**src/hdl/rsch_pkg.sv**
```systemverilog
`default_nettype none
// ----------------------------------------------------------------------------
// rsch_pkg: shared types and constants of the ray/sphere closest-hit engine
// Holds the fixed-point constants, the queued item type, the opcode and
// sequencer state encodings and a saturation helper.
// ----------------------------------------------------------------------------
package rsch_pkg;

    localparam int FRAC_BITS   = 16;
    localparam int MAX_SPHERES = 16;
    localparam int IDX_W       = $clog2(MAX_SPHERES);
    localparam int CNT_W       = $clog2(MAX_SPHERES + 1);
    localparam int COORD_W     = 32;
    localparam int T_W         = 31;

    // Fixed-point one and the lower t bound 0.001 rounded to nearest.
    localparam logic signed [63:0] FX_ONE = 64'sd1 <<< FRAC_BITS;
    localparam logic [T_W-1:0] T_MIN = T_W'(((64'd1 << FRAC_BITS) + 64'd500) / 64'd1000);
    localparam logic [T_W-1:0] T_MAX = {T_W{1'b1}};

    typedef enum logic
    {
        OP_LOAD  = 1'b0,
        OP_TRACE = 1'b1
    } op_t;

    typedef enum logic [3:0]
    {
        ST_IDLE,
        ST_A,
        ST_RD,
        ST_OC,
        ST_B,
        ST_C,
        ST_D,
        ST_SQ,
        ST_NUM,
        ST_DIV,
        ST_CHK,
        ST_P,
        ST_NRM,
        ST_DONE
    } state_t;

    typedef struct packed
    {
        logic                      is_trace;
        logic [IDX_W-1:0]          index;
        logic [CNT_W-1:0]          count;
        logic signed [COORD_W-1:0] pos_x;
        logic signed [COORD_W-1:0] pos_y;
        logic signed [COORD_W-1:0] pos_z;
        logic signed [COORD_W-1:0] dir_x;
        logic signed [COORD_W-1:0] dir_y;
        logic signed [COORD_W-1:0] dir_z;
    } item_t;

    // Clamp a wide signed value into the 32-bit signed range.
    function automatic logic signed [31:0] sat32(input logic signed [63:0] v);
        logic signed [31:0] r;
        if (v > 64'sh0000_0000_7FFF_FFFF)
        begin
            r = 32'sh7FFF_FFFF;
        end
        else if (v < -64'sh0000_0000_8000_0000)
        begin
            r = 32'sh8000_0000;
        end
        else
        begin
            r = v[31:0];
        end
        return r;
    endfunction

    function automatic logic signed [63:0] ext64(input logic signed [31:0] v);
        return {{32{v[31]}}, v};
    endfunction

endpackage
`default_nettype wire

```
**src/hdl/rsch_if.sv**
```systemverilog
`default_nettype none
// ----------------------------------------------------------------------------
// rsch_if: request and response channels of the closest-hit engine
// Valid/ready channels; an item moves at a clock edge with both high.
// ----------------------------------------------------------------------------
interface rsch_req_if;
    logic                                 valid;
    logic                                 ready;
    logic                                 opcode;
    logic [rsch_pkg::IDX_W-1:0]           sphere_index;
    logic signed [rsch_pkg::COORD_W-1:0]  pos_x;
    logic signed [rsch_pkg::COORD_W-1:0]  pos_y;
    logic signed [rsch_pkg::COORD_W-1:0]  pos_z;
    logic signed [rsch_pkg::COORD_W-1:0]  dir_x;
    logic signed [rsch_pkg::COORD_W-1:0]  dir_y;
    logic signed [rsch_pkg::COORD_W-1:0]  dir_z;

    modport source (output valid, opcode, sphere_index, pos_x, pos_y, pos_z,
                    dir_x, dir_y, dir_z, input ready);
    modport sink   (input valid, opcode, sphere_index, pos_x, pos_y, pos_z,
                    dir_x, dir_y, dir_z, output ready);
endinterface

`default_nettype wire

```
**src/hdl/rsch_front.sv**
```systemverilog
`default_nettype none
// ----------------------------------------------------------------------------
// rsch_front: request intake of the closest-hit engine
// Holds the sphere count register, classifies each item as load or trace,
// tags traces with the clamped count and queues items in a two-entry FIFO.
// ----------------------------------------------------------------------------
module rsch_front
(
    input  wire logic                       clk,
    input  wire logic                       rst_n,
    input  wire logic                       cfg_wr_en,
    input  wire logic [rsch_pkg::CNT_W-1:0] cfg_wr_data,
    rsch_req_if.sink                        req,
    output logic                            q_valid,
    input  wire logic                       q_ready,
    output rsch_pkg::item_t                 q_item
);

    rsch_pkg::item_t          fifo_reg [2];
    logic                     wr_ptr_reg;
    logic                     wr_ptr_next;
    logic                     rd_ptr_reg;
    logic                     rd_ptr_next;
    logic [1:0]               fill_reg;
    logic [1:0]               fill_next;
    logic [rsch_pkg::CNT_W-1:0] count_reg;
    logic [rsch_pkg::CNT_W-1:0] count_clamped;
    logic                     push;
    logic                     pop;
    rsch_pkg::item_t          new_item;

    assign req.ready = (fill_reg != 2'd2);
    assign push      = req.valid && req.ready;
    assign q_valid   = (fill_reg != 2'd0);
    assign pop       = q_valid && q_ready;
    assign q_item    = fifo_reg[rd_ptr_reg];

    assign count_clamped = (count_reg > rsch_pkg::CNT_W'(rsch_pkg::MAX_SPHERES))
                         ? rsch_pkg::CNT_W'(rsch_pkg::MAX_SPHERES) : count_reg;

    always_comb
    begin
        new_item.is_trace = (rsch_pkg::op_t'(req.opcode) == rsch_pkg::OP_TRACE);
        new_item.index    = req.sphere_index;
        new_item.count    = count_clamped;
        new_item.pos_x    = req.pos_x;
        new_item.pos_y    = req.pos_y;
        new_item.pos_z    = req.pos_z;
        new_item.dir_x    = req.dir_x;
        new_item.dir_y    = req.dir_y;
        new_item.dir_z    = req.dir_z;
        wr_ptr_next = push ? ~wr_ptr_reg : wr_ptr_reg;
        rd_ptr_next = pop ? ~rd_ptr_reg : rd_ptr_reg;
        fill_next   = fill_reg + {1'b0, push} - {1'b0, pop};
    end

    always_ff @(posedge clk or negedge rst_n)
    begin
        if (!rst_n)
        begin
            wr_ptr_reg <= 1'b0;
            rd_ptr_reg <= 1'b0;
            fill_reg   <= 2'd0;
            count_reg  <= '0;
        end
        else
        begin
            wr_ptr_reg <= wr_ptr_next;
            rd_ptr_reg <= rd_ptr_next;
            fill_reg   <= fill_next;
            if (cfg_wr_en)
            begin
                count_reg <= cfg_wr_data;
            end
        end
    end

    always_ff @(posedge clk)
    begin
        if (push)
        begin
            fifo_reg[wr_ptr_reg] <= new_item;
        end
    end

endmodule
`default_nettype wire

```
**src/flat_wrapper.sv**
```systemverilog
// flat-port wrapper written by rule: the top's interface ports become plain ports
module rsch_front_flat 
  (clk, rst_n, cfg_wr_en, cfg_wr_data, q_valid, q_ready, q_item, req_valid, req_opcode, req_sphere_index, req_pos_x, req_pos_y, req_pos_z, req_dir_x, req_dir_y, req_dir_z, req_ready);
  rsch_req_if req_i ();
  input  wire logic clk;
  input  wire logic rst_n;
  input  wire logic cfg_wr_en;
  input  wire logic [rsch_pkg::CNT_W-1:0] cfg_wr_data;
  output logic q_valid;
  input  wire logic q_ready;
  output rsch_pkg::item_t q_item;
  input wire logic [$bits(req_i.valid)-1:0] req_valid;
  input wire logic [$bits(req_i.opcode)-1:0] req_opcode;
  input wire logic [$bits(req_i.sphere_index)-1:0] req_sphere_index;
  input wire logic [$bits(req_i.pos_x)-1:0] req_pos_x;
  input wire logic [$bits(req_i.pos_y)-1:0] req_pos_y;
  input wire logic [$bits(req_i.pos_z)-1:0] req_pos_z;
  input wire logic [$bits(req_i.dir_x)-1:0] req_dir_x;
  input wire logic [$bits(req_i.dir_y)-1:0] req_dir_y;
  input wire logic [$bits(req_i.dir_z)-1:0] req_dir_z;
  output wire logic [$bits(req_i.ready)-1:0] req_ready;
  assign req_i.valid = req_valid;
  assign req_i.opcode = req_opcode;
  assign req_i.sphere_index = req_sphere_index;
  assign req_i.pos_x = req_pos_x;
  assign req_i.pos_y = req_pos_y;
  assign req_i.pos_z = req_pos_z;
  assign req_i.dir_x = req_dir_x;
  assign req_i.dir_y = req_dir_y;
  assign req_i.dir_z = req_dir_z;
  assign req_ready = req_i.ready;
  rsch_front u_core (.clk(clk), .rst_n(rst_n), .cfg_wr_en(cfg_wr_en), .cfg_wr_data(cfg_wr_data), .req(req_i), .q_valid(q_valid), .q_ready(q_ready), .q_item(q_item));
endmodule
```
**config.mk**
```make
export PLATFORM = sky130hd
export DESIGN_NAME = rsch_front_flat
export DESIGN_NICKNAME = d
export VERILOG_FILES = /design/src/hdl/rsch_pkg.sv /design/src/hdl/rsch_if.sv /design/src/hdl/rsch_front.sv /design/src/flat_wrapper.sv
export SDC_FILE = /design/constraint.sdc
export NUM_CORES = 1
export LEC_CHECK = 0
export BUFFER_PORTS_ARGS = -buffer_cell sky130_fd_sc_hd__buf_2
export CORE_UTILIZATION = 41
export CTS_CLUSTER_DIAMETER = 50
export DETAILED_ROUTE_END_ITERATION = 10
export HOLD_SLACK_MARGIN = 0.03
export PLACE_DENSITY_LB_ADDON = 0.1
export SYNTH_ARGS = -nofsm -noshare
export SYNTH_HDL_FRONTEND = slang
export SYNTH_SLANG_ARGS = --single-unit
```
**constraint.sdc**
```tcl
create_clock -name clk -period 15.6 [get_ports clk]
set_input_delay 0 -clock clk [delete_from_list [all_inputs] [get_ports clk]]
set_output_delay 0 -clock clk [all_outputs]
set_load 0.05 [all_outputs]
```
After elaboration in Yosys (flattened, before gate mapping). Memory sizes are Yosys's and may differ from the RTL's. Cells that the tools add are included. W data, S select, Z words.

Register bits after elaboration: 9. Bits in writable memories: 404. Output and inout port bits: 204. Logic and storage cells: 17. Memories: 1.

Add/subtract/negate cells: 2. Magnitude comparators: 1. Equal/unequal tests: 1. Multiplexer cells: 3. Bitwise gates (word level): 2. Reduce and logical (&&, ||, !) cells: 3.

Memory list: u_core.fifo_reg (depth 2, bits a word 202, rd ports 1, clocked after Yosys merged registers in 0, wr ports 1, line rsch_front.sv:19) `rsch_pkg::item_t fifo_reg [2];`.

Operators with widths (number): $gt A5 B5 Y1 const B (1); $mux W5 (1); $add A2 B1 Y2 (1); $logic_and A1 B1 Y1 (2); $mux W1 (2); $ne A2 B2 Y1 const B (1); $not A1 Y1 (2); $reduce_bool A2 Y1 (1); $sub A2 B1 Y2 (1).

Depth between registers and ports, before layout. Gate-level depths: netlist of the first run.

Word-level depth: 4. Mapped depth: 7. Gate-level depth less buffers: 7.

Worst setup path after synthesis of the first run. No wires, ideal clock.

Path type: flip-flop to flip-flop. Start point: register u_core.fill_reg[1]. End point: memory u_core.fifo_reg[0][0] in the netlist's numbering (enable). Data arrival time: 9387 ps. Data required time: 14831 ps. Path slack: 5445 ps. Cell stages (with the launch flop): 4. Buffers on the path: 0. Clock period less this slack: 10155 ps. Cell sequence: dfrtp_1 nand2b_1 nand2_1 nor2_1.

Word-level cells in the longest chain between the ends: 4.

Ends and longest elaborated chain: from (decl) (line rsch_front.sv:24) `logic [1:0] fill_reg;`; from (signal assigned) (line rsch_front.sv:70) `fill_reg <= fill_next;`; $ne A2 B2 Y1 (line rsch_front.sv:32) `assign req.ready = (fill_reg != 2'd2);`; net req_ready (line flat_wrapper.sv:21) `output wire logic [$bits(req_i.ready)-1:0] req_ready;`; $logic_and A1 B1 Y1 (line rsch_front.sv:33) `assign push = req.valid && req.ready;`; $mux W1 (line rsch_front.sv:80) `if (push)`; $mux W1 (not written as such) (line rsch_front.sv:82) `fifo_reg[wr_ptr_reg] <= new_item;`; to (decl) (line rsch_front.sv:19).

The timed path passes the listed nets, and every way through them passes these cells.

==> results of run 1 <==
==> worst paths after layout <==
kind	end	slack (ns)	cells past startpoint
min in group asynchronous	u_core.count_reg[4]	0.46	3
worst min-delay path	u_core.fifo_reg[0][8]	0.16	2
worst min register to register	u_core.fill_reg[1]	0.49	1
worst max-delay path	q_item[169]	11.54	4
max in group asynchronous	u_core.rd_ptr_reg	14.81	3
worst max register to register	u_core.fifo_reg[0][132]	12.65	5
==> layout by cell type (no fill, tap or decap), drive strengths merged <==
master,instances
xnor2,3
clkinvlp,1
nand2b,1
dfrtp,9
and3,1
and2,1
nand2,1
nor2b,4
ha,2
inv,3
dlygate4sd3,211
clkbuf,53
mux2,207
nor2,1
clkinv,19
buf,418
edfxtp,404
bufinv,6
xor2,1
or2,1
==> where the power goes <==
part	internal, uW	total (uW)	switching (uW)
registers	1520	1620	102
logic	611	1920	1310
clock network	626	1030	405
==> cell type report <==
type	instances	area (um2)
fillers	3010	15900
well taps	511	639
clock inverters	26	274
inverters	3	11.3
clock buffers	53	1160
repair buffers	629	4220
multi-input cells	223	3100
flip-flops and latches	413	12400
==> worst max-delay path: stages, from the launching register on <==
cell,delay [ns]
dfrtp_4,1.14
buf_4,0.95
buf_4,0.76
mux2_4,0.36
buf_2,0.21
==> metal layers <==
| layer | global-route usage (%) | part of all wire, % |
|---|---|---|
| met5 | 0 | 0 |
| met4 | 6.83 | 2.8 |
| met3 | 5.23 | 7.4 |
| met2 | 29.3 | 51 |
| met1 | 18.8 | 38 |
==> logic make-up (layout without fill, tap and decap cells) <==
logic type	after synthesis	in the layout	share of synthesized area, %
xor+xnor	4	4	0.223
fa+ha+maj	2	2	0.159
buf+inv	27	711	1.65
flops	413	413	78.7
mux	207	207	18.9
simple gates	10	10	0.367
==> per-stage QoR <==
step | cells | util [%] | cell area [um2] | total power [uW] | hold WS [ns]
4_1_cts | 1858 | 57.8 | 21800 | 4630 | 0.121
2_1_floorplan | 663 | - | 15700 | 3240 | -0.296
5_1_grt | 1858 | 57.8 | 21800 | 4740 | 0.139
3_3_place_gp | 1568 | 48.4 | 18200 | 3540 | -0.131
3_5_place_dp | 1568 | 48.4 | 18200 | 3540 | -0.135
6_report | 1858 | 57.8 | 21800 | 4570 | 0.164
==> what timing repair did <==
item	in CTS	in global routing
hold buffers	211	0
gates resized for setup	0	0
endpoints found under the hold margin	411	0
==> reports/metrics.cfg, run 1 <==
[run_status]
outcome = finished, final reports clean

[die]
die_w_um = 198
initial_core_util_pct = 41.7
ios = 411
rows = 71
fp.dieArea_um2 = 39100
die_h_um = 198
core-area_um2 = 37700

[pwr]
powerDensity_nw_per_um2 = 210
p_leak_uw = 0.00871
peakVddDrop_v = 0.000125

[cts]
cts_buffers = 45
cts_buffer_depth = 3
cts_tree = yes
clock_latency_ns = 0.55
clock_sinks = 413
clockRootBuffer = clkbuf_16
cts.htree.levels = 2
path_clk_slew_ns = 0.06
post_cts_buffers = 0

[global_routing]
grt_pass1_wl_um = 48500
grt-ovfl-total = 0
grt_max_degree = 75
antenna_found_initial = 0
grt_pass1_vias = 8709
groute.usage.overall_pct = 16.7

[synthesis]
netlist_top_cells_count = edfxtp_1, mux2_4, mux2_2
synth_warnings = 0
syn_inst = 663
yosysMostFrequentCell = edfxtp_1
yosys_most_used_dff = edfxtp_1
yosysTopAreaCell = edfxtp_1
yosysSeqAreaShare_pct = 78.7
synth-seq-cells = 413
synth.cell_area_um2 = 15700
synth_edf_count = 404
avgSynthCellArea_um2 = 23.7
async_flop_share_pct = 2.18
synth_top_cells_by_area = edfxtp_1, mux2_4, mux2_2
ys_types = 19
synth_top_area_share_pct = 77.3
synth_nets = 872

[timing]
setup_viol = 0
fin_ws_ns = 11.54
max_slew_margin_pct = 26.0
maxSlewViolCount = 0
rsz0062_at_grt = false
worst_pin_slew_ns = 1.11
fin_crit_ns = 4.06
min_period_over_period_pct = 26.0
fmax_mhz = 246
fin_setup_tns_ns = 0
finalHoldViolations = 0
final.setup_skew_ns = 0.0157

[drt]
drt_iter0_drc = 310
wirelength_um = 33500
firstDrtPassIters = 5
vias = 8339
wl_per_cell_um = 18.0
drcViolationCount = 0
ant_nets = 0
via_per_inst = 4.49

[placed_design]
dp_hpwl_um = 21400
portBuffers = 410
place.gp.congestion = 0.719
dp_slack_ns = 12.05

[layout]
largest_reg_flops = 404
area_growth_pct = 38.6
diodes = 0
fin_nets = 1524
drive_gt1_share_pct = 51.4

[worst_hold_path]
hold_start = req_dir_z[8]
hold_class = in -> reg

[worst_setup_path]
critPathLaunch = u_core.rd_ptr_reg
worst-setup-path-type = reg -> out
crit_path_end_kind = primary output
required_ns = 15.60
cp-start-kind = register
cp_data_arrival_time_ns = 4.06
r2r-start = u_core.fill_reg[1]
path_max_fanout = 61

[flow_run]
cap_violations = 0

(Power assumes the default switching activity.)
==> run 2: changes to the inputs <==
==> constraint.sdc (replaced) <==
create_clock -name clk -period 4.2 [get_ports clk]
set_input_delay 0 -clock clk [delete_from_list [all_inputs] [get_ports clk]]
set_output_delay 0 -clock clk [all_outputs]
set_load 0.05 [all_outputs]
==> run 2 against run 1 <==
Net effect:
- sequential share of layout area decreased by 0.55 points
- register-to-register slack got worse by 10 ns
- clock skew increased by 0.0031 ns
- power increased to 3.8 times the previous value
- sequential power increased to 3.7 times the previous value
- die area unchanged
- via count decreased by 0.36%
- hold slack got worse by 0.0091 ns
==> reports/metrics.cfg, run 2 (synthesis gave the netlist of run 1 again) <==
[pwr]
p_leak_uw = 0.00878
finalPower_uw = 17300
powerDensity_nw_per_um2 = 786
p_sw_uw = 6810
peakVddDrop_v = 0.000520
p_clk_share_pct = 23.8
seqPwrFrac_pct = 34.3
internal_power_uw = 10500
p_sw_share_pct = 39.4
power_frac_comb_pct = 41.9

[die]
initial_core_util_pct = 41.7
ios = 411
fp.dieArea_um2 = 39100
rows = 71
die_w_um = 198
core-area_um2 = 37700
die_h_um = 198

[flow_run]
cap_violations = 0

[worst_hold_path]
min_to = u_core.fifo_reg[1][14]
hold_depth = 2
hold_class = in -> reg
hold_start = req_dir_z[14]

[placed_design]
portBuffers = 410
dp.cells = 1568
place.gp.congestion = 0.713
dp_hpwl_um = 20300
dp_slack_ns = 2.15

[drt]
drcViolationCount = 0
ant_nets = 0
firstDrtPassIters = 4
vias = 8309
wl_per_cell_um = 17.7
wirelength_um = 33000
drt_iter0_drc = 312
via_per_inst = 4.46

[timing]
finalHoldViolations = 0
max_slew_margin_pct = 55.0
fmax_mhz = 382
fin_setup_tns_ns = 0
min_period_over_period_pct = 62.3
final.setup_skew_ns = 0.0189
worst_pin_slew_ns = 0.674
rsz0062_at_grt = false
setup_viol = 0
fin_ws_ns = 1.59
fin_crit_ns = 2.61
maxSlewViolCount = 0

[worst_setup_path]
worst-setup-path-type = reg -> out
crit_path_cell_trace = buf_12 > mux2_2 > buf_2
required_ns = 4.20
path_max_fanout = 69
crit_path_end_kind = primary output
r2r-start = u_core.fill_reg[1]
r2r-end = u_core.fifo_reg[1][74]
crit_slowest_cell = dfrtp_4
cp-start-kind = register
worstRegToRegCells = 3
rrSetupSlack_ns = 2.34
critPathMaxStageDelay_ns = 0.87
cp_data_arrival_time_ns = 2.61

[layout]
area_growth_pct = 40.0
nFillCells = 2996
mostFrequentLayoutCell = buf_2
fin_nets = 1526
finish.utilization_pct = 58.4
largest_reg_flops = 404
drive_gt1_share_pct = 51.6
final_cells = 1864
final_cell_mix = buf_2, edfxtp_1, dlygate4sd3_1

[global_routing]
grt_pass1_vias = 8721
antenna_found_initial = 2
groute.usage.overall_pct = 16.4
use_met2_pct = 27.6
grt-ovfl-total = 0
met3_usage_pct = 5.81
grt_max_degree = 102
grt_use_met1_pct = 19.5
grt_pass1_wl_um = 48500
gr-max-usage-layer = met2

[cts]
clock_sinks = 413
path_clk_slew_ns = 0.06
clock_latency_ns = 0.55
cts_buffer_depth = 3
cts_resized = 0
cts_buffers = 47
clockRootBuffer = clkbuf_16
post_cts_buffers = 0
cts.htree.levels = 2
cts_tree = yes

[run_status]
outcome = finished, final reports clean

-- run 2: cell types whose count changed in the layout (fill, tap and decap cells not counted), sizes merged --
cell,delta
diode,+1
clkinv,-6
bufinv,+2
inv,+2
clkinvlp,+2
clkbuf,+5
-- run 2: through the flow --
stage | hold slack [ns] | area, um2
2_1_floorplan | -0.296 | 15700
3_3_place_gp | -0.126 | 18300
3_5_place_dp | -0.128 | 18300
4_1_cts | 0.121 | 22000
5_1_grt | 0.134 | 22000
6_report | 0.155 | 22000
-- run 2: repair_timing --
item / 4_1_cts / 5_1_grt
endpoints found under the setup margin: 0 / 0
hold buffers: 211 / 0
endpoints found under the hold margin: 430 / 0
-- run 2: cell type report --
cell class	instances	area [um2]	area share, %
inverter	3	11.3	0.0512
timing repair buffer	629	4300	19.6
sequential	413	12400	56.2
multi-input combinational	223	3110	14.1
clock buffer	58	1220	5.54
antenna	1	2.50	0.0114
clock inverter	26	342	1.55
tap	511	639	2.91
-- run 2: worst max-delay path, delay by kind of cell (launching register included) --
kind / cells / cell delay, ns
buffers and inverters: 2 / 0.71
DFF: 1 / 0.87
muxes: 1 / 0.40
-- run 2: worst max-delay path by stage --
stage | start | to | slack (ns)
2_1_floorplan | u_core.fill_reg[1] | u_core.fifo_reg[0][0] | 0.003
3_3_place_gp | u_core.rd_ptr_reg | q_item[10] | 2.15
3_5_place_dp | u_core.rd_ptr_reg | q_item[11] | 2.15
4_1_cts | u_core.rd_ptr_reg | q_item[11] | 1.54
5_1_grt | u_core.rd_ptr_reg | q_item[10] | 1.43
6_report | u_core.rd_ptr_reg | q_item[11] | 1.59
-- run 2: power by group through the flow --
stage | Clock (uW) | Combinational, uW | Sequential, uW
final | 4120 | 7230 | 5930
after global routing | 4380 | 7540 | 6020
after CTS | 4230 | 7330 | 5940
after detailed placement | 0 | 7140 | 6020
after global placement | 0 | 7160 | 5990
after floorplan | 0 | 5910 | 5950
-- run 2: per-layer routing --
metal,part of all wire [%],vias up
met5,0.039,-
met4,2.8,2
met3,7.2,59
met2,49,252
met1,40,4050
li1,-,3946
